$ cat src/tsp_ram.sv
module tsp_ram #(
  parameter int Width = 8,
  parameter int Depth = 376
) (
  input  logic                     clk_i,
  input  logic                     we_i,
  input  logic [$clog2(Depth)-1:0] waddr_i,
  input  logic [Width-1:0]         wdata_i,
  input  logic [$clog2(Depth)-1:0] raddr_i,
  output logic [Width-1:0]         rdata_o
);

  logic [Width-1:0] mem_q [Depth];
  logic [Width-1:0] rdata_q;

  always_ff @(posedge clk_i) begin
    if (we_i) begin
      mem_q[waddr_i] <= wdata_i;
    end
    rdata_q <= mem_q[raddr_i];
  end

  assign rdata_o = rdata_q;

endmodule

$ cat config.mk
export PLATFORM = sky130hd
export DESIGN_NAME = tsp_ram
export DESIGN_NICKNAME = d
export VERILOG_FILES = /design/src/tsp_ram.sv
export SDC_FILE = /design/constraint.sdc
export NUM_CORES = 2
export LEC_CHECK = 0
export ABC_AREA = 1
export BUFFER_PORTS_ARGS = -buffer_cell sky130_fd_sc_hd__buf_2
export CAP_MARGIN = 20
export CORE_AREA = 4 4 499 625
export CTS_BUF_LIST = sky130_fd_sc_hd__clkbuf_16
export DETAILED_ROUTE_END_ITERATION = 10
export DIE_AREA = 0 0 503 629
export PLACE_DENSITY = 0.56
export SKIP_LAST_GASP = 1
export SLEW_MARGIN = 5
export SYNTH_ARGS = -nofsm -noshare
export SYNTH_HDL_FRONTEND = slang
export SYNTH_SLANG_ARGS = --single-unit
$ cat constraint.sdc
create_clock -name clk_i -period 5 [get_ports clk_i]
set_input_delay 0 -clock clk_i [delete_from_list [all_inputs] [get_ports clk_i]]
set_output_delay 0 -clock clk_i [all_outputs]
set_load 0.01 [all_outputs]
==> metrics.md <==
| Metric | Value |
|---|---|
| Layout cells sized above 1 | under 10% |
| Die Y | between 600 and 700 µm |
| DRC | 0 |
| Initial Utilization | 39.9% |
| Max Freq | roughly 300 MHz |
| Required @ worst endpoint | between 5000 and 6000 ps |
| RSZ-0062 raised after global routing | no |
| Iter 0 DRT Violations | about 8.5k |
| Number of global-route vias before repair | between 70k and 80k |
| Detail Placement HPWL | ~200000 µm |
| P per Cell Area | 388 nW/µm² |
| Cell mode on critical path | nand3_1 |
| Worst path arrival time | roughly 4100 ps |
| Routed length per placed instance | between 20 and 30 µm |
| Synthesized area per cell | 12.1 µm² |
| Setup bufs post-CTS | 0 |
| Total clock sinks | 3016 |
| Worst hold margin | 51.0 ps |
| Area Overhead vs Synth | 10.6% |
| Max-Slew Margin vs Limit | between 20% and 30% |
| Cell variety after synth | 23 |
| DRT antenna net count | 0 |
| CP Buf/Inv Count | 4 |
| PortBufs | 35 |
| Final setup vio count | 0 |
| Most frequent cells after synthesis | edfxtp_1 (3008), nand2_1 (2593), nand3_1 (2170) |
| Num rows | 227 |
| Clk root buf | clkbuf_16 |
| Routability Congestion | between 0.8 and 0.9 |
| Top cell type's share of synthesized area | approximately three quarters |
| Crit-path cells | buf_8 > buf_4 > buf_4 > nand3_1 > nand3_1 > nand3_1 > nand3_1 > nand2_1 > nand2_1 > nand2_1 > nand2_1 > nand3_1 > nand3_1 > nand2_1 > dlygate4sd3_1 |
| Slowest CP cell | buf_4 |
| Total grt overflow | 0 |
| Syn Nets | 10.1k |
| Final-stage net count | roughly 9.9k |
| Area leader, netlist | edfxtp_1 |
| Post-synth ARST share | 0% |
| Die W | just over 500 µm |
| Top FF cell, synth | edfxtp_1 |
| Endpoints failing hold | 0 |
| CTS tree | done |
| Period utilization | between 60% and 70% |
| Count leader, synth | edfxtp_1 |
| Max Buffers Root-to-Sink | 4 |
| Full die area | ~320000 µm² |
| Min Clock Period, post-route | around 3300 ps |
| Cts bufs inserted | 289 |
| Slowest stage delay, CP | 670 ps |
| Clk_skew | 42.6 ps |
| Cell family with most CP delay | buffers and inverters |
| Leakage power | 45.6 nW |
| H-tree depth | 5 |
| Warnings from Yosys | 0 |
| Sequential-to-total area share from yosys stat | 74.2% |
| Core Area | a little over 300000 µm² |
| Maximum Capacitance Violations | 0 |
| Seq cells post-synth | ~3.0k |
| Largest net degree at the start of global routing | approximately 180 |
| Via density per instance | approximately 5.6 |
| Total Wirelength | 356000 µm |
| Crit end category | flop |
| Vias | 78.8k |
| Least-Margin Pin Slew | approximately 1200 ps |
| Global-route wire length before repair | 521000 µm |
| VDD IR-drop max | 249 µV |
| Area contributors post-synth | edfxtp_1 (74%), nand3_1 (8.9%), nand2_1 (8.0%) |
| EDFF count, synth | ~3k |
| Io pins | 36 |
| Startpoint types | input pin |
| Initial antenna violation count | 11 |
| Tot GR Track Use | between 20% and 30% |
| Setup TNS | 0 ps |
| Worst-path clk slew | about 70 ps |
| Final Max Slew Viols | 0 |
| Clk Latency, worst-skew pair | 870 ps |
| Post-synthesis cell area | 122000 µm² |
| Worst setup path class | in -> reg |
| Crit-path max FO | 62 |
| Mapped Cells | slightly above 10k |
| Outcome | completed |
| Drt first pass iters | 7 |
| Hold Crit Class | in -> reg |
==> cell type report <==
cell class                 instances  area, µm²
fill                           27700     170000
sequential                      3016      90500
multi-input combinational       6328      27900
clock buffer                     302       7560
tap                             4007       5010
timing repair buffer             211       2390
clock inverter                   197       1340
inverter                          49        225
antenna                            5       12.5
==> cells by family (layout without fill, tap and decap cells) <==
kind of cell | count (synthesis) | after routing | share of synthesized area [%]
other cells | 0 | 5 | 0
flops | 3016 | 3016 | 74.2
buf+inv | 763 | 759 | 3.03
compound gates | 695 | 695 | 3.16
simple gates | 5633 | 5633 | 19.6
==> worst register-to-register path: cells and delay by family, from the launching register on <==
| family | cells | cell delay, ps |
|---|---|---|
| and+or+nand+nor | 12 | 2010 |
| buffers and inverters | 1 | 540 |
| DFF | 1 | 340 |
==> path summary, 6_finish.rpt <==
check | from | slack [ps] | depth (start not counted) | end
max | raddr_i[1] | 1670 | 15 | rdata_o[5]$_DFF_P_
min | we_i | 50 | 6 | mem_q[218][4]$_DFFE_PP_
max reg2reg | mem_q[228][5]$_DFFE_PP_ | 2090 | 13 | rdata_o[5]$_DFF_P_
min reg2reg | mem_q[268][0]$_DFFE_PP_ | 1030 | 10 | rdata_o[0]$_DFF_P_
==> registers in the layout, indices dropped and copies added (netlist names) <==
register / flops
mem_q: 3008
rdata_o: 8
==> where the power goes <==
group,switching [mW],total [mW],internal [mW]
combinational,2.51,3.26,0.749
sequential,0.0185,27.9,27.8
clock,9.34,21.2,11.8
==> layout by cell type, fill, tap and decap left out, drive strengths merged <==
master	Yosys	routed
nor3	9	9
o21ai	460	460
dlygate4sd3	0	19
clkinv	5	115
clkinvlp	0	6
diode	0	5
nor2	861	861
inv	44	107
o221ai	23	23
o22ai	159	159
nand2	2593	2593
edfxtp	3008	3008
a21oi	16	16
o211ai	35	35
clkbuf	245	303
o31ai	2	2
dfxtp	8	8
nand3	2170	2170
bufinv	0	18
buf	469	191
==> per-stage QoR <==
step,power [mW],utilization (%),worst slack [ps],area (µm²),instances
floorplan,30.1,-,3390,122000,10100
global placement,31.6,41.2,1220,126000,13600
detailed placement,31.6,41.2,1220,126000,13600
CTS,52.6,44.2,1760,135000,14100
global route,53.9,44.2,1610,135000,14100
finish,52.3,44.2,1670,135000,14100
==> metal layers <==
metal  share of wire [%]  vias up  global-route usage [%]
met5              0.0037        -                       0
met4                 4.3        2                    8.64
met3                 6.5      619                    2.85
met2                  49     3077                    36.6
met1                  40    39400                    29.0
li1                    -    35700                       -
==> what timing repair did <==
action                    in CTS  in global routing
hold endpoints to repair     707                  0
gates resized for setup        0                  0
hold buffers                  19                  0
No activity file was read; power rests on OpenSTA's default activity.
