`config.mk`:
```
export PLATFORM = sky130hd
export DESIGN_NAME = tsp_front
export DESIGN_NICKNAME = d
export VERILOG_FILES = /design/src/tsp_pkg.sv /design/src/tsp_front.sv
export SDC_FILE = /design/constraint.sdc
export NUM_CORES = 1
export LEC_CHECK = 0
export BUFFER_PORTS_ARGS = -buffer_cell sky130_fd_sc_hd__buf_2
export CORE_UTILIZATION = 54
export CTS_CLUSTER_DIAMETER = 150
export DETAILED_ROUTE_END_ITERATION = 7
export PLACE_DENSITY_LB_ADDON = 0.15
export SLEW_MARGIN = 30
export SYNTH_ARGS = -nofsm -noshare
export SYNTH_HDL_FRONTEND = slang
export SYNTH_SLANG_ARGS = --single-unit
```
`constraint.sdc`:
```
create_clock -name clk_i -period 5.3 [get_ports clk_i]
set_input_delay 1.06 -clock clk_i [delete_from_list [all_inputs] [get_ports clk_i]]
set_output_delay 1.06 -clock clk_i [all_outputs]
set_load 0.01 [all_outputs]
```
`src/tsp_pkg.sv`:
```
package tsp_pkg;

  // Transport stream framing.
  localparam int PacketBytes = 188;
  localparam int PosW        = $clog2(PacketBytes);
  localparam int RamDepth    = 2 * PacketBytes;
  localparam int RamAw       = $clog2(RamDepth);

  // Default counter width; the top level may narrow it.
  localparam int CountBits   = 32;
  localparam int CountOutW   = 32;
  localparam int MaxRecords  = 40;
  localparam int Percent     = 100;
  localparam int AdaptMax    = 183;

  localparam logic [7:0]  SyncByte = 8'h47;
  localparam logic [12:0] NullPid  = 13'h1FFF;
  localparam logic [31:0] CrcPoly  = 32'h04C1_1DB7;
  localparam logic [31:0] CrcInit  = 32'hFFFF_FFFF;

  localparam logic [7:0] TidPat = 8'h00;
  localparam logic [7:0] TidPmt = 8'h02;
  localparam logic [7:0] TidSdt = 8'h42;

  typedef enum logic [1:0] {
    KindStatus,
    KindPmt,
    KindSdt,
    KindStats
  } kind_e;

  typedef enum logic [3:0] {
    StPmt,
    StPat,
    StSdt,
    StOther,
    StNull,
    StNoSync,
    StBadAdapt,
    StPtrFar,
    StBadLen,
    StCrcFail
  } status_e;

  typedef enum logic [4:0] {
    BkIdle,
    BkH0,
    BkH1,
    BkH2,
    BkH3,
    BkH4,
    BkPtr,
    BkT0,
    BkT1,
    BkT2,
    BkCrc,
    BkChk,
    BkP10,
    BkP11,
    BkPw,
    BkE0,
    BkE1,
    BkE2,
    BkE3,
    BkE4,
    BkSt,
    BkS3,
    BkS4,
    BkS5,
    BkS6,
    BkStats,
    BkDiv,
    BkStatsOut,
    BkFin
  } back_state_e;

  // Head of the command queue, front to back.
  typedef struct packed {
    logic valid;
    logic stats;
    logic bank;
  } cmd_t;

  // Packet buffer release, back to front.
  typedef struct packed {
    logic valid;
    logic bank;
  } rel_t;

  typedef struct packed {
    kind_e       kind;
    status_e     status;
    logic [12:0] packet_pid;
    logic [5:0]  entry_index;
    logic [7:0]  stream_type;
    logic [12:0] stream_pid;
    logic [7:0]  provider_offset;
    logic [7:0]  provider_length;
    logic [7:0]  service_name_length;
    logic [CountOutW-1:0] packets_counted;
    logic [6:0]  null_percent;
    logic        last;
  } rec_t;

endpackage

```
`src/tsp_front.sv`:
```
module tsp_front import tsp_pkg::*; (
  input  logic             clk_i,
  input  logic             rst_ni,
  input  logic             in_valid_i,
  output logic             in_ready_o,
  input  logic             operation_i,
  input  logic [7:0]       data_byte_i,
  input  logic             packet_start_i,
  output logic             wr_en_o,
  output logic [RamAw-1:0] wr_addr_o,
  output logic [7:0]       wr_data_o,
  output cmd_t             head_o,
  input  logic             pop_i,
  input  rel_t             rel_i
);

  logic [PosW-1:0] pos_q, pos_d;
  logic            bank_q, bank_d;
  logic [1:0]      busy_q, busy_d;
  logic [1:0]      ent_q [2];
  logic            rd_ptr_q, wr_ptr_q;
  logic [1:0]      cnt_q, cnt_d;
  logic            accept, complete, push;
  logic [PosW-1:0] start_pos;

  assign in_ready_o = (cnt_q != 2'd2) && !busy_q[bank_q];
  assign accept     = in_valid_i && in_ready_o;
  assign start_pos  = packet_start_i ? '0 : pos_q;
  assign wr_en_o    = accept && !operation_i;
  assign wr_addr_o  = bank_q ? RamAw'(start_pos) + RamAw'(PacketBytes) : RamAw'(start_pos);
  assign wr_data_o  = data_byte_i;
  assign complete   = wr_en_o && (start_pos == PosW'(PacketBytes - 1));
  assign push       = accept && (operation_i || complete);

  always_comb begin
    pos_d  = pos_q;
    bank_d = bank_q;
    busy_d = busy_q;
    if (accept) begin
      if (operation_i || complete) begin
        pos_d = '0;
      end else begin
        pos_d = start_pos + PosW'(1);
      end
    end
    if (complete) begin
      bank_d         = ~bank_q;
      busy_d[bank_q] = 1'b1;
    end
    if (rel_i.valid) begin
      busy_d[rel_i.bank] = 1'b0;
    end
  end

  assign cnt_d = cnt_q + {1'b0, push} - {1'b0, pop_i};

  always_ff @(posedge clk_i or negedge rst_ni) begin
    if (!rst_ni) begin
      pos_q    <= '0;
      bank_q   <= 1'b0;
      busy_q   <= '0;
      rd_ptr_q <= 1'b0;
      wr_ptr_q <= 1'b0;
      cnt_q    <= '0;
    end else begin
      pos_q  <= pos_d;
      bank_q <= bank_d;
      busy_q <= busy_d;
      cnt_q  <= cnt_d;
      if (push) begin
        wr_ptr_q <= ~wr_ptr_q;
      end
      if (pop_i) begin
        rd_ptr_q <= ~rd_ptr_q;
      end
    end
  end

  always_ff @(posedge clk_i) begin
    if (push) begin
      ent_q[wr_ptr_q] <= {operation_i, bank_q};
    end
  end

  assign head_o.valid = cnt_q != 2'd0;
  assign head_o.stats = ent_q[rd_ptr_q][1];
  assign head_o.bank  = ent_q[rd_ptr_q][0];

endmodule

```
==> impl_metrics.tcl <==
set metrics [dict create \
    syn_area_per_cell_um2 9.773 \
    rows 16 \
    gp_congestion 0.8569 \
    h-tree-depth 1 \
    worstMarginPinSlew_ns 0.5802 \
    cp-end-kind "output port" \
    drive_gt1_frac 0.2143 \
    cts_tree "done" \
    dpl.hpwl_um 1910 \
    yosys_warnings 0 \
    r2r-start "bank_q" \
    syn_nets 149 \
    ff2ff_path_depth 8 \
    cts-root-buf "clkbuf_4" \
    route.detailed.drc 0 \
    p_leak_nw 0.6148 \
    die_x_um 49.94 \
    ant_nets 0 \
    cts_hold_buf 0 \
    grt_util_all_layers 0.2355 \
    min_path_type "flip-flop to flip-flop" \
    area_growth_pct 7.056 \
    yosysTopAreaCell "dfrtp_1" \
    synth_seq_area_share 0.3992 \
    num_antenna_cells 0 \
    io_pins 38 \
    crit_path_end "wr_addr_o[6]" \
    slew-limit-headroom 0.6132 \
    cp_max_fo 15 \
    period_share 0.6649 \
    cp.arrival_ns 2.46 \
    vias 998 \
    worstSetupPathType "input pin to output port" \
    syn_area_um2 1241 \
    cts_buffers 3 \
    fin_cells 167 \
    clk_pin_slew_ns 0.10 \
    fin_skew_ns 0.002443 \
    placedInstanceArea_um2 1303 \
    antenna_found_initial 0 \
    fillers 171 \
    cp.required_ns 4.24 \
    synth_flop_cell "dfrtp_1" \
    grt_pass1_vias 984 \
    clock_path_buffers 2 \
    setup_tns_ns 0 \
    nNetsFinal 163 \
    coreArea_um2 2062 \
    start_util 0.6019 \
    dieArea_um2 2494 \
    drtIter0Drc 46 \
    synth_edf_count 4 \
    routed_wl_um 2597 \
    power_uw 396.1 \
    synthTopCellsByCount "dfrtp_1, nand2_1, buf_4, inv_1, xnor2_1" \
    power.density_nw_per_um2 298.1 \
    max_cap_viol_count 0 \
    cp-startpoint "packet_start_i" \
    yosys-top-cells-area "dfrtp_1, edfxtp_1, ha_1" \
    grt_max_degree 17 \
    dp_cells 163 \
    synth.ff_latch_count 19 \
    finalSetupViolCount 0 \
    slew_violations 0 \
    dr.pass1.iters 4 \
    period_minus_slack_ns 3.524 \
    r2r_setup_slack_ns 2.65 \
    wl_per_cell_um 15.55 \
    fmax_mhz 283.8 \
    design_area_um2 1329 \
    post-cts-setup-buffers 0 \
    vias_per_cell 5.976 \
    rsz0062_at_grt "no" \
    clk_latency_ns 0.30 \
    syn_inst 127 \
    ctsResizeCount 0 \
    grt_pass1_wl_um 4402 \
    cts.sinks 19 \
    start_kind "input pin" \
    ys_types 41 \
    r2r-end "cnt_q[1]" \
    async_flop_share 0.7895 \
    status "finished, final reports clean" \
    peakVddDrop_v 0.0002745 \
    die-height_um 49.94 \
    io_buffers 21 \
    overflow 0 \
    yosysMostFrequentCell "dfrtp_1" \
    final-hold-violation-count 0 \
    netlist.area_leader.share 0.3024 \
]
state kept, by name, summed over array words and instances, names as in the netlist:
name / flops
cnt_q: 2
rd_ptr_q: 1
wr_ptr_q: 1
pos_q: 8
bank_q: 1
busy_q: 2
ent_q: 4
per-stage QoR:
step           utilization  hold WS [ns]  setup slack, ns
2_1_floorplan            -        0.4546            1.985
5_1_grt             0.6444        0.5439            1.657
4_1_cts             0.6444        0.5165            1.801
3_3_place_gp        0.6317        0.4919            1.860
6_report            0.6444        0.5066            1.776
3_5_place_dp        0.6317        0.4945            1.812
report_power, final:
part	switching, mW	leakage (nW)	internal, mW	total, mW
clock network	0.0456	0.0150	0.0294	0.0750
registers	0.0194	0.238	0.175	0.195
logic	0.0677	0.362	0.0586	0.126
total	0.133	0.615	0.263	0.396
area by class of cell:
cell class | instances | area, um^2 | share of cell area
flip-flops and latches | 19 | 495.5 | 0.3729
multi-input cells | 88 | 638.1 | 0.4802
repair buffers | 21 | 105.1 | 0.07910
inverters | 8 | 30.03 | 0.02260
well taps | 27 | 33.78 | 0.02542
clock buffers | 4 | 26.28 | 0.01977
cells by family (layout without fill, tap and decap cells):
kind of cell / after synthesis / in the layout / share of synthesized area
AND/OR/NAND/NOR: 41 / 41 / 0.1936
AO/OA/AOI/OAI: 29 / 29 / 0.1593
buffers and inverters: 20 / 33 / 0.08670
flip-flops: 19 / 19 / 0.3992
XOR/XNOR: 8 / 8 / 0.05645
adder cells (fa/ha/maj): 6 / 6 / 0.06048
multiplexers: 4 / 4 / 0.04435
how the worst min path moves through the flow:
| stage | startpoint | endpoint | slack (ns) | cells after the start |
|---|---|---|---|---|
| finish | pos_q[0] | pos_q[0] | 0.51 | 2 |
| detailed placement | pos_q[0] | pos_q[0] | 0.49 | 2 |
| global route | pos_q[0] | pos_q[0] | 0.54 | 2 |
| floorplan | pos_q[0] | pos_q[0] | 0.45 | 2 |
| global placement | wr_ptr_q | wr_ptr_q | 0.49 | 1 |
| CTS | pos_q[0] | pos_q[0] | 0.52 | 2 |
cells in the final DEF (no fill, tap or decap), types with 4 or more instances in the layout:
cell	count
nor2_1	5
dfrtp_1	15
nor2b_1	6
inv_1	8
o21ai_0	4
a21oi_1	6
nand2_1	10
ha_1	6
a31oi_1	4
edfxtp_1	4
buf_2	21
xnor2_1	7
per-layer routing:
metal	up-vias	track usage	part of all wire
met5	-	0	0
met4	0	0.1524	0.034
met3	20	0.04630	0.069
met2	39	0.3604	0.46
met1	466	0.3002	0.43
li1	473	-	-
worst max-delay path, stage by stage:
cell and delay (ns):
buf_2 0.23, inv_1 0.17, nand2_1 0.21, ha_1 0.22, a21oi_1 0.05, o21a_1 0.18, a31o_2 0.20, buf_2 0.13
Note: power is estimated with default switching activity, not from simulation.
