File: src/tsp_pkg.sv
package tsp_pkg;

  // Transport stream framing.
  localparam int PacketBytes = 188;
  localparam int PosW        = $clog2(PacketBytes);
  localparam int RamDepth    = 2 * PacketBytes;
  localparam int RamAw       = $clog2(RamDepth);

  // Default counter width; the top level may narrow it.
  localparam int CountBits   = 32;
  localparam int CountOutW   = 32;
  localparam int MaxRecords  = 40;
  localparam int Percent     = 100;
  localparam int AdaptMax    = 183;

  localparam logic [7:0]  SyncByte = 8'h47;
  localparam logic [12:0] NullPid  = 13'h1FFF;
  localparam logic [31:0] CrcPoly  = 32'h04C1_1DB7;
  localparam logic [31:0] CrcInit  = 32'hFFFF_FFFF;

  localparam logic [7:0] TidPat = 8'h00;
  localparam logic [7:0] TidPmt = 8'h02;
  localparam logic [7:0] TidSdt = 8'h42;

  typedef enum logic [1:0] {
    KindStatus,
    KindPmt,
    KindSdt,
    KindStats
  } kind_e;

  typedef enum logic [3:0] {
    StPmt,
    StPat,
    StSdt,
    StOther,
    StNull,
    StNoSync,
    StBadAdapt,
    StPtrFar,
    StBadLen,
    StCrcFail
  } status_e;

  typedef enum logic [4:0] {
    BkIdle,
    BkH0,
    BkH1,
    BkH2,
    BkH3,
    BkH4,
    BkPtr,
    BkT0,
    BkT1,
    BkT2,
    BkCrc,
    BkChk,
    BkP10,
    BkP11,
    BkPw,
    BkE0,
    BkE1,
    BkE2,
    BkE3,
    BkE4,
    BkSt,
    BkS3,
    BkS4,
    BkS5,
    BkS6,
    BkStats,
    BkDiv,
    BkStatsOut,
    BkFin
  } back_state_e;

  // Head of the command queue, front to back.
  typedef struct packed {
    logic valid;
    logic stats;
    logic bank;
  } cmd_t;

  // Packet buffer release, back to front.
  typedef struct packed {
    logic valid;
    logic bank;
  } rel_t;

  typedef struct packed {
    kind_e       kind;
    status_e     status;
    logic [12:0] packet_pid;
    logic [5:0]  entry_index;
    logic [7:0]  stream_type;
    logic [12:0] stream_pid;
    logic [7:0]  provider_offset;
    logic [7:0]  provider_length;
    logic [7:0]  service_name_length;
    logic [CountOutW-1:0] packets_counted;
    logic [6:0]  null_percent;
    logic        last;
  } rec_t;

endpackage

File: src/tsp_div.sv
module tsp_div import tsp_pkg::*; #(
  parameter int CntW = tsp_pkg::CountBits
) (
  input  logic            clk_i,
  input  logic            rst_ni,
  input  logic            start_i,
  input  logic [CntW-1:0] num_i,
  input  logic [CntW-1:0] den_i,
  output logic            done_o,
  output logic [6:0]      quot_o
);

  localparam int NW = CntW + 7;

  logic          busy_q, busy_d;
  logic          done_q, done_d;
  logic [2:0]    step_q, step_d;
  logic [NW-1:0] rem_q, rem_d;
  logic [CntW-1:0] den_q, den_d;
  logic [6:0]    quot_q, quot_d;
  logic [NW-1:0] trial;
  logic          fits;

  // Restoring division, one quotient bit per cycle, most significant first.
  assign trial = NW'(den_q) << step_q;
  assign fits  = rem_q >= trial;

  always_comb begin
    busy_d = busy_q;
    done_d = 1'b0;
    step_d = step_q;
    rem_d  = rem_q;
    den_d  = den_q;
    quot_d = quot_q;
    if (start_i) begin
      busy_d = 1'b1;
      step_d = 3'd6;
      rem_d  = NW'(num_i) * NW'(Percent);
      den_d  = den_i;
      quot_d = '0;
    end else if (busy_q) begin
      quot_d = {quot_q[5:0], fits};
      if (fits) begin
        rem_d = rem_q - trial;
      end
      if (step_q == 3'd0) begin
        busy_d = 1'b0;
        done_d = 1'b1;
      end else begin
        step_d = step_q - 3'd1;
      end
    end
  end

  always_ff @(posedge clk_i or negedge rst_ni) begin
    if (!rst_ni) begin
      busy_q <= 1'b0;
      done_q <= 1'b0;
      step_q <= '0;
    end else begin
      busy_q <= busy_d;
      done_q <= done_d;
      step_q <= step_d;
    end
  end

  always_ff @(posedge clk_i) begin
    rem_q  <= rem_d;
    den_q  <= den_d;
    quot_q <= quot_d;
  end

  assign done_o = done_q;
  assign quot_o = quot_q;

endmodule

File: src/tsp_back.sv
module tsp_back import tsp_pkg::*; #(
  parameter int CntW = tsp_pkg::CountBits
) (
  input  logic             clk_i,
  input  logic             rst_ni,
  input  cmd_t             head_i,
  output logic             pop_o,
  output rel_t             rel_o,
  output logic [RamAw-1:0] rd_addr_o,
  input  logic [7:0]       rd_data_i,
  output logic             out_valid_o,
  input  logic             out_ready_i,
  output rec_t             rec_o
);

  localparam int PtrW = 16;
  localparam logic [PtrW-1:0] PktEnd   = PtrW'(PacketBytes);
  localparam logic [PtrW-1:0] PtrLimit = PtrW'(PacketBytes - 3);
  localparam logic [PtrW-1:0] FieldEnd = PtrW'(PacketBytes - 4);

  back_state_e state_q, state_d;

  logic            bank_q, bank_d, stats_q, stats_d;
  logic [PtrW-1:0] ptr_q, ptr_d, po_q, po_d, walk_q, walk_d, es_q, es_d, tpos_q, tpos_d;
  logic            sync_q, sync_d;
  logic [12:0]     pid_q, pid_d, spid_q, spid_d;
  logic [7:0]      tid_q, tid_d, hi_q, hi_d, b_q, b_d;
  logic [11:0]     sl_q, sl_d, cnt_q, cnt_d, pil_q, pil_d, ll_q, ll_d;
  logic [31:0]     crc_q, crc_d, got_q, got_d;
  logic [5:0]      idx_q, idx_d, n_q, n_d;
  rec_t            hold_q, hold_d, out_q, out_d, rec_new;
  logic            hold_v_q, hold_v_d, out_v_q, out_v_d;
  logic [CntW-1:0] total_q, total_d, null_q, null_d;

  logic            oob, can_gen, out_free, gen, stall, fin_go, div_start, div_done;
  logic [7:0]      cur;
  logic [PtrW-1:0] cur16, po_calc, es_calc, t_calc, lpos;
  logic [11:0]     sl_calc;
  logic            afl_bad, po_far, len_bad, crc_ok, pmt_cont, sdt_cont;
  logic [6:0]      div_quot;
  status_e         tab_status;

  function automatic logic [31:0] crc_byte(input logic [31:0] c, input logic [7:0] b);
    logic [31:0] x;
    x = c ^ {b, 24'b0};
    for (int i = 0; i < 8; i++) begin
      x = x[31] ? ((x << 1) ^ CrcPoly) : (x << 1);
    end
    return x;
  endfunction

  // The RAM is read every cycle at the next pointer, so cur is the byte at ptr_q.
  assign oob   = ptr_q >= PktEnd;
  assign cur   = oob ? 8'd0 : rd_data_i;
  assign cur16 = PtrW'(cur);

  assign out_free = !out_v_q || out_ready_i;
  assign can_gen  = !hold_v_q || out_free;

  assign afl_bad  = (cur == 8'd0) || (cur > 8'(AdaptMax));
  assign po_calc  = ptr_q + PtrW'(1) + cur16;
  assign po_far   = po_calc >= PtrLimit;
  assign sl_calc  = {hi_q[3:0], cur};
  assign len_bad  = (sl_calc == 12'd0) || (po_q + PtrW'(sl_calc) + PtrW'(3) > PktEnd);
  assign crc_ok   = got_q == crc_q;
  assign es_calc  = po_q + PtrW'(12) + PtrW'(pil_q) + walk_q;
  assign pmt_cont = (PtrW'(12) + PtrW'(pil_q) + walk_q < PtrW'(sl_q) - PtrW'(1))
                    && (n_q < 6'(MaxRecords));
  assign t_calc   = po_q + tpos_q;
  assign sdt_cont = (tpos_q < PtrW'(sl_q) - PtrW'(1)) && (n_q < 6'(MaxRecords));
  assign lpos     = es_q + PtrW'(9) + cur16;
  assign fin_go   = (state_q == BkFin) && out_free;

  always_comb begin
    case (tid_q)
      TidPmt:  tab_status = StPmt;
      TidPat:  tab_status = StPat;
      TidSdt:  tab_status = StSdt;
      default: tab_status = StOther;
    endcase
  end

  // Record generation for the current state.
  always_comb begin
    gen                 = 1'b0;
    rec_new             = '0;
    rec_new.kind        = KindStatus;
    rec_new.status      = StPmt;
    rec_new.packet_pid  = pid_q;
    unique case (state_q)
      BkH3: begin
        if (!sync_q) begin
          gen            = 1'b1;
          rec_new.status = StNoSync;
        end else if (pid_q == NullPid) begin
          gen            = 1'b1;
          rec_new.status = StNull;
        end
      end
      BkH4: begin
        gen            = afl_bad;
        rec_new.status = StBadAdapt;
      end
      BkPtr: begin
        gen            = po_far;
        rec_new.status = StPtrFar;
      end
      BkT2: begin
        gen            = len_bad;
        rec_new.status = StBadLen;
      end
      BkChk: begin
        gen            = 1'b1;
        rec_new.status = crc_ok ? tab_status : StCrcFail;
      end
      BkE4: begin
        gen                 = 1'b1;
        rec_new.kind        = KindPmt;
        rec_new.status      = StPmt;
        rec_new.entry_index = idx_q;
        rec_new.stream_type = b_q;
        rec_new.stream_pid  = spid_q;
      end
      BkS6: begin
        gen                         = 1'b1;
        rec_new.kind                = KindSdt;
        rec_new.status              = StSdt;
        rec_new.provider_offset     = 8'(es_q + PtrW'(9));
        rec_new.provider_length     = b_q;
        rec_new.service_name_length = cur;
      end
      BkStatsOut: begin
        gen                     = 1'b1;
        rec_new.kind            = KindStats;
        rec_new.packet_pid      = '0;
        rec_new.packets_counted = CountOutW'(total_q);
        rec_new.null_percent    = (total_q == '0) ? 7'd0 : div_quot;
      end
      default: begin
        gen = 1'b0;
      end
    endcase
  end

  assign stall = gen && !can_gen;

  // Next state.
  always_comb begin
    state_d = state_q;
    if (!stall) begin
      unique case (state_q)
        BkIdle: begin
          if (head_i.valid) begin
            state_d = head_i.stats ? BkStats : BkH0;
          end
        end
        BkH0:  state_d = BkH1;
        BkH1:  state_d = BkH2;
        BkH2:  state_d = BkH3;
        BkH3: begin
          if (gen) begin
            state_d = BkFin;
          end else begin
            state_d = cur[5] ? BkH4 : BkPtr;
          end
        end
        BkH4:  state_d = afl_bad ? BkFin : BkPtr;
        BkPtr: state_d = po_far ? BkFin : BkT0;
        BkT0:  state_d = BkT1;
        BkT1:  state_d = BkT2;
        BkT2:  state_d = len_bad ? BkFin : BkCrc;
        BkCrc: begin
          if (cnt_q == sl_q + 12'd2) begin
            state_d = BkChk;
          end
        end
        BkChk: begin
          if (!crc_ok) begin
            state_d = BkFin;
          end else if (tab_status == StPmt) begin
            state_d = BkP10;
          end else if (tab_status == StSdt) begin
            state_d = BkSt;
          end else begin
            state_d = BkFin;
          end
        end
        BkP10: state_d = BkP11;
        BkP11: state_d = BkPw;
        BkPw:  state_d = (pmt_cont && (es_calc < FieldEnd)) ? BkE0 : BkFin;
        BkE0:  state_d = BkE1;
        BkE1:  state_d = BkE2;
        BkE2:  state_d = BkE3;
        BkE3:  state_d = BkE4;
        BkE4:  state_d = BkPw;
        BkSt:  state_d = (sdt_cont && (t_calc < FieldEnd)) ? BkS3 : BkFin;
        BkS3:  state_d = BkS4;
        BkS4:  state_d = BkS5;
        BkS5:  state_d = (lpos >= PktEnd) ? BkFin : BkS6;
        BkS6:  state_d = BkSt;
        BkStats: state_d = BkDiv;
        BkDiv: begin
          if (div_done) begin
            state_d = BkStatsOut;
          end
        end
        BkStatsOut: state_d = BkFin;
        BkFin: begin
          if (out_free) begin
            state_d = BkIdle;
          end
        end
        default: state_d = BkIdle;
      endcase
    end
  end

  // Datapath and record buffering.
  always_comb begin
    bank_d   = bank_q;
    stats_d  = stats_q;
    ptr_d    = ptr_q;
    po_d     = po_q;
    walk_d   = walk_q;
    es_d     = es_q;
    tpos_d   = tpos_q;
    sync_d   = sync_q;
    pid_d    = pid_q;
    spid_d   = spid_q;
    tid_d    = tid_q;
    hi_d     = hi_q;
    b_d      = b_q;
    sl_d     = sl_q;
    cnt_d    = cnt_q;
    pil_d    = pil_q;
    ll_d     = ll_q;
    crc_d    = crc_q;
    got_d    = got_q;
    idx_d    = idx_q;
    n_d      = n_q;
    total_d  = total_q;
    null_d   = null_q;
    hold_d   = hold_q;
    hold_v_d = hold_v_q;
    out_d    = out_q;
    out_v_d  = out_v_q && !out_ready_i;

    if (!stall) begin
      unique case (state_q)
        BkIdle: begin
          if (head_i.valid) begin
            bank_d  = head_i.bank;
            stats_d = head_i.stats;
            ptr_d   = '0;
            n_d     = '0;
          end
        end
        BkH0: begin
          sync_d = cur == SyncByte;
          ptr_d  = PtrW'(1);
        end
        BkH1: begin
          pid_d[12:8] = cur[4:0];
          ptr_d       = PtrW'(2);
        end
        BkH2: begin
          pid_d[7:0] = cur;
          ptr_d      = PtrW'(3);
        end
        BkH3: begin
          if (sync_q) begin
            if (total_q != '1) begin
              total_d = total_q + CntW'(1);
            end
            if ((pid_q == NullPid) && (null_q != '1)) begin
              null_d = null_q + CntW'(1);
            end
          end
          ptr_d = PtrW'(4);
        end
        BkH4:  ptr_d = PtrW'(4) + cur16;
        BkPtr: begin
          po_d  = po_calc;
          ptr_d = po_calc;
        end
        BkT0: begin
          tid_d = cur;
          ptr_d = po_q + PtrW'(1);
        end
        BkT1: begin
          hi_d  = cur;
          ptr_d = po_q + PtrW'(2);
        end
        BkT2: begin
          sl_d  = sl_calc;
          crc_d = CrcInit;
          cnt_d = '0;
          ptr_d = po_q;
        end
        BkCrc: begin
          if (cnt_q < sl_q - 12'd1) begin
            crc_d = crc_byte(crc_q, cur);
          end else begin
            got_d = {got_q[23:0], cur};
          end
          if (cnt_q != sl_q + 12'd2) begin
            ptr_d = ptr_q + PtrW'(1);
            cnt_d = cnt_q + 12'd1;
          end
        end
        BkChk: begin
          ptr_d  = po_q + PtrW'(10);
          tpos_d = PtrW'(11);
        end
        BkP10: begin
          hi_d  = cur;
          ptr_d = po_q + PtrW'(11);
        end
        BkP11: begin
          pil_d  = {hi_q[3:0], cur};
          walk_d = '0;
          idx_d  = '0;
        end
        BkPw: begin
          es_d  = es_calc;
          ptr_d = es_calc;
        end
        BkE0: begin
          b_d   = cur;
          ptr_d = es_q + PtrW'(1);
        end
        BkE1: begin
          hi_d  = cur;
          ptr_d = es_q + PtrW'(2);
        end
        BkE2: begin
          spid_d = {hi_q[4:0], cur};
          ptr_d  = es_q + PtrW'(3);
        end
        BkE3: begin
          hi_d  = cur;
          ptr_d = es_q + PtrW'(4);
        end
        BkE4: begin
          walk_d = walk_q + PtrW'(5) + PtrW'({hi_q[3:0], cur});
          idx_d  = idx_q + 6'd1;
        end
        BkSt: begin
          es_d  = t_calc;
          ptr_d = t_calc + PtrW'(3);
        end
        BkS3: begin
          hi_d  = cur;
          ptr_d = es_q + PtrW'(4);
        end
        BkS4: begin
          ll_d  = {hi_q[3:0], cur};
          ptr_d = es_q + PtrW'(8);
        end
        BkS5: begin
          b_d   = cur;
          ptr_d = lpos;
        end
        BkS6: begin
          tpos_d = tpos_q + PtrW'(5) + PtrW'(ll_q);
        end
        BkStatsOut: begin
          total_d = '0;
          null_d  = '0;
        end
        default: begin
          ptr_d = ptr_q;
        end
      endcase

      // A new record pushes the buffered one out; the last is marked at the end.
      if (gen) begin
        if (hold_v_q) begin
          out_d      = hold_q;
          out_d.last = 1'b0;
          out_v_d    = 1'b1;
        end
        hold_d   = rec_new;
        hold_v_d = 1'b1;
        n_d      = n_q + 6'd1;
      end
      if (fin_go) begin
        out_d      = hold_q;
        out_d.last = 1'b1;
        out_v_d    = 1'b1;
        hold_v_d   = 1'b0;
      end
    end
  end

  assign rd_addr_o = (ptr_d >= PktEnd) ? '0 :
                     bank_d ? RamAw'(ptr_d[PosW-1:0]) + RamAw'(PacketBytes)
                            : RamAw'(ptr_d[PosW-1:0]);

  assign pop_o      = (state_q == BkIdle) && head_i.valid;
  assign rel_o.valid = fin_go && !stats_q;
  assign rel_o.bank  = bank_q;
  assign div_start  = state_q == BkStats;

  tsp_div #(
    .CntW (CntW)
  ) u_div (
    .clk_i   (clk_i),
    .rst_ni  (rst_ni),
    .start_i (div_start),
    .num_i   (null_q),
    .den_i   (total_q),
    .done_o  (div_done),
    .quot_o  (div_quot)
  );

  always_ff @(posedge clk_i or negedge rst_ni) begin
    if (!rst_ni) begin
      state_q  <= BkIdle;
      hold_v_q <= 1'b0;
      out_v_q  <= 1'b0;
      total_q  <= '0;
      null_q   <= '0;
      n_q      <= '0;
      bank_q   <= 1'b0;
      stats_q  <= 1'b0;
      ptr_q    <= '0;
    end else begin
      state_q  <= state_d;
      hold_v_q <= hold_v_d;
      out_v_q  <= out_v_d;
      total_q  <= total_d;
      null_q   <= null_d;
      n_q      <= n_d;
      bank_q   <= bank_d;
      stats_q  <= stats_d;
      ptr_q    <= ptr_d;
    end
  end

  always_ff @(posedge clk_i) begin
    po_q   <= po_d;
    walk_q <= walk_d;
    es_q   <= es_d;
    tpos_q <= tpos_d;
    sync_q <= sync_d;
    pid_q  <= pid_d;
    spid_q <= spid_d;
    tid_q  <= tid_d;
    hi_q   <= hi_d;
    b_q    <= b_d;
    sl_q   <= sl_d;
    cnt_q  <= cnt_d;
    pil_q  <= pil_d;
    ll_q   <= ll_d;
    crc_q  <= crc_d;
    got_q  <= got_d;
    idx_q  <= idx_d;
    hold_q <= hold_d;
    out_q  <= out_d;
  end

  assign out_valid_o = out_v_q;
  assign rec_o       = out_q;

  a_hold_empty_idle: assert property (@(posedge clk_i) disable iff (!rst_ni)
    (state_q == BkIdle) |-> !hold_v_q)
    else $error("record buffer not drained at idle");

  a_record_cap: assert property (@(posedge clk_i) disable iff (!rst_ni)
    n_q <= 6'(MaxRecords))
    else $error("more records than allowed for one request");

  a_null_le_total: assert property (@(posedge clk_i) disable iff (!rst_ni)
    null_q <= total_q)
    else $error("null count exceeds packet count");

  a_release_packet: assert property (@(posedge clk_i) disable iff (!rst_ni)
    rel_o.valid |-> (state_q == BkFin) && !stats_q && out_free)
    else $error("buffer released outside packet completion");

endmodule

File: config.mk
export PLATFORM = sky130hd
export DESIGN_NAME = tsp_back
export DESIGN_NICKNAME = d
export VERILOG_FILES = /design/src/tsp_pkg.sv /design/src/tsp_div.sv /design/src/tsp_back.sv
export SDC_FILE = /design/constraint.sdc
export NUM_CORES = 2
export LEC_CHECK = 0
export BUFFER_PORTS_ARGS = -buffer_cell sky130_fd_sc_hd__buf_4
export CELL_PAD_IN_SITES_DETAIL_PLACEMENT = 1
export CELL_PAD_IN_SITES_GLOBAL_PLACEMENT = 1
export CORE_MARGIN = 2
export CORE_UTILIZATION = 50
export DETAILED_ROUTE_END_ITERATION = 10
export PLACE_DENSITY = 0.8
export SETUP_SLACK_MARGIN = 0.4
export SLEW_MARGIN = 20
export SYNTH_ARGS = -nofsm -noshare
export SYNTH_HDL_FRONTEND = slang
export SYNTH_HIERARCHICAL = 1
export SYNTH_SLANG_ARGS = --single-unit
File: constraint.sdc
create_clock -name clk_i -period 17.9 [get_ports clk_i]
set_clock_uncertainty 0.15 [all_clocks]
set_input_delay 0.895 -clock clk_i [delete_from_list [all_inputs] [get_ports clk_i]]
set_output_delay 0.895 -clock clk_i [all_outputs]
set_load 0.01 [all_outputs]
==> flow_metrics.tcl <==
set metrics [dict create \
    place_congestion 1.04 \
    yosysMostFrequentCell "edfxtp_1" \
    async_flop_share 0.159 \
    slew_headroom 0.115 \
    finalCritPeriodShare 0.548 \
    clk_pin_slew_ps 60 \
    final.min_clock_period_ps 9810 \
    remaining_drc_errors 0 \
    arrival_ps 8760 \
    cts_resized 0 \
    met3_length_um 11600 \
    grt_pass1_wl_um 234000 \
    clock_sinks 627 \
    drt-initial-drc-count 3195 \
    finalSetupViolations 0 \
    antenna_found_initial 5 \
    core_um2 86500 \
    ys_ff_latch 627 \
    cts_buffers 72 \
    synthTopCellsByArea "edfxtp_1, ha_1, dfrtp_1, xnor2_1, xor2_1" \
    finalSetupTns_ps 0 \
    cp_max_fo 12 \
    dieArea_um2 89300 \
    ctsRootBufferMaster "clkbuf_16" \
    slowest_stage "a2111oi_4" \
    p_leak_nw 19.4 \
    initial_core_util 0.503 \
    drv_slew 0 \
    fmax_ghz 0.102 \
    grt_overflow 0 \
    rows 108 \
    htreeDepth 3 \
    wire_per_inst_um 27.5 \
    vias 35900 \
    cp_data_required_time_ps 16860 \
    worst_path_largest_cell_delay_ps 640 \
    yosys_warnings 6 \
    start_kind "flip-flop" \
    yosys.area.top_type_share 0.358 \
    wl_met1_um 58800 \
    hold_viol 0 \
    final_core_util 0.557 \
    critPathBufInv 4 \
    hold_buffers 1 \
    status "complete, no violations" \
    highest_layer "met5" \
    ant_nets 0 \
    rsz0062_at_grt "no" \
    synth-edff-count 518 \
    final_nets 4833 \
    die_w_um 299 \
    path_class "flip-flop to output pin" \
    post-dp-hpwl_um 113000 \
    crit_family "compound AO/OA/AOI/OAI gates" \
    grt_use_total 0.344 \
    peakVddDrop_mv 0.104 \
    dieHeight_um 299 \
    synthesis.nets 4734 \
    power_mw 8.06 \
    io_buffers 136 \
    synthTopCellsByCount "edfxtp_1, nor2_1, ha_1, nand2_1, inv_1" \
    max-cap-violations 0 \
    yosys.area.top_type "edfxtp_1" \
    grt_pass1_vias 37500 \
    synth_ff_type "edfxtp_1" \
    fillCellCount 9449 \
    ys_types 112 \
    vias_per_cell 6.38 \
    syn_area_um2 43500 \
    syn2layout_area_growth_pct 10.9 \
    drtPass1Iterations 7 \
    tightestPinTransition_ps 1310 \
    clock_latency_ps 690 \
    min_path_type "flip-flop to flip-flop" \
    cts_tree "done" \
    worstSetupEndpointType "output pin" \
    cts_buffer_depth 3 \
    ios 137 \
    wl_met2_um 74300 \
    power.density_nw_per_um2 167 \
    syn_inst 4310 \
    synth_seq_area_share 0.420 \
    grt_max_degree 76 \
    cts_setup_buffers 0 \
    syn_avg_cell_area_um2 10.1 \
    final_layout_size_suffix_gt1_frac 0.0918 \
    routed_wl_um 155000 \
]
## final cells by class
cell class / instances / area [um2] / area share
clock buffers: 94 / 1910 / 0.0397
flip-flops and latches: 627 / 18200 / 0.378
repair buffers: 205 / 1540 / 0.0320
diodes: 2 / 5.00 / 0.000104
inverters: 273 / 1020 / 0.0213
well taps: 1155 / 1450 / 0.0300
multi-input cells: 3230 / 23600 / 0.489
clock inverters: 37 / 467 / 0.00968
## flip-flops by register name (all words and copies together) (netlist names), 13 cells and up
register,count
ptr_q,16
rec_o,110
spid_q,13
crc_q,32
got_q,32
pid_q,13
total_q,32
es_q,16
null_q,32
u_div/rem_q,39
hold_q,109
walk_q,16
u_div/den_q,32
tpos_q,16
po_q,16
## cell usage in the layout, fill, tap and decap left out, drive strengths merged, types with 41 or more instances in the layout
cell type	instances
and2	79
nand4	87
fa	48
a21oi	229
nor4	43
nor2	368
clkbuf	94
inv	273
ha	362
a21o	52
and3	89
mux2i	58
o21ai	204
nor3	73
o21bai	41
buf	204
xnor2	241
edfxtp	518
xor2	211
nand3	135
nand2	329
dfrtp	100
## where the power goes
part	leakage [nW]	total, mW	internal [mW]	switching, mW
Combinational	12.1	3.98	1.40	2.59
Sequential	6.15	2.57	2.21	0.357
Clock	1.13	1.51	0.854	0.655
## layer usage
layer | track usage | up-vias
met1 | 0.414 | 17900
met3 | 0.0652 | 453
met4 | 0.194 | 2
li1 | - | 15900
met5 | 0 | -
met2 | 0.580 | 1558
## worst paths after layout
check / start / endpoint / slack [ps] / depth (start not counted)
max in group asynchronous: rst_ni / u_div/step_q[0]$_DFFE_PN0P_ / 15580 / 3
min in group asynchronous: rst_ni / null_q[28]$_DFFE_PN0P_ / 550 / 2
worst min-delay path: hold_q[58]$_SDFFCE_PN0P_ / rec_o[58]$_DFFE_PP_ / 250 / 0
worst max-delay path: ptr_q[12]$_DFF_PN0_ / rd_addr_o[3] / 8090 / 25
worst min register to register: hold_q[58]$_SDFFCE_PN0P_ / rec_o[58]$_DFFE_PP_ / 250 / 0
worst max register to register: ptr_q[12]$_DFF_PN0_ / rec_o[47]$_DFFE_PP_ / 9570 / 20
## worst register-to-register path: stages (launching register included)
cell	delay (ps)
dfrtp_1	570
nor4_4	480
o211a_1	350
nand2_1	350
ha_1	410
inv_1	60
ha_1	190
inv_1	70
fa_1	410
nor2b_1	240
o211ai_1	130
a311oi_1	420
mux2_2	380
or4_4	490
a2111oi_4	640
o221a_4	330
nand4_4	120
and2_1	490
nor2_4	210
buf_4	570
buf_4	810
## logic make-up (layout without fill, tap and decap cells)
| group | Yosys count | count (layout) | synth area share |
|---|---|---|---|
| AO/OA/AOI/OAI | 893 | 893 | 0.136 |
| XOR/XNOR | 453 | 453 | 0.0916 |
| adder cells (fa/ha/maj) | 414 | 414 | 0.127 |
| buffers and inverters | 453 | 609 | 0.0404 |
| flip-flops | 627 | 627 | 0.420 |
| multiplexers | 90 | 90 | 0.0276 |
| other | 0 | 2 | 0 |
| AND/OR/NAND/NOR | 1380 | 1380 | 0.157 |
## per-stage QoR
stage	worst slack (ps)	cells	area, um2	hold WS [ps]
final	8090	5623	48200	245
after global routing	7770	5621	48200	270
after CTS	8230	5621	48200	240
after detailed placement	8990	5489	45800	256
after global placement	9270	5489	45800	252
after floorplan	7780	4310	43500	250
(Power assumes the default switching activity.)
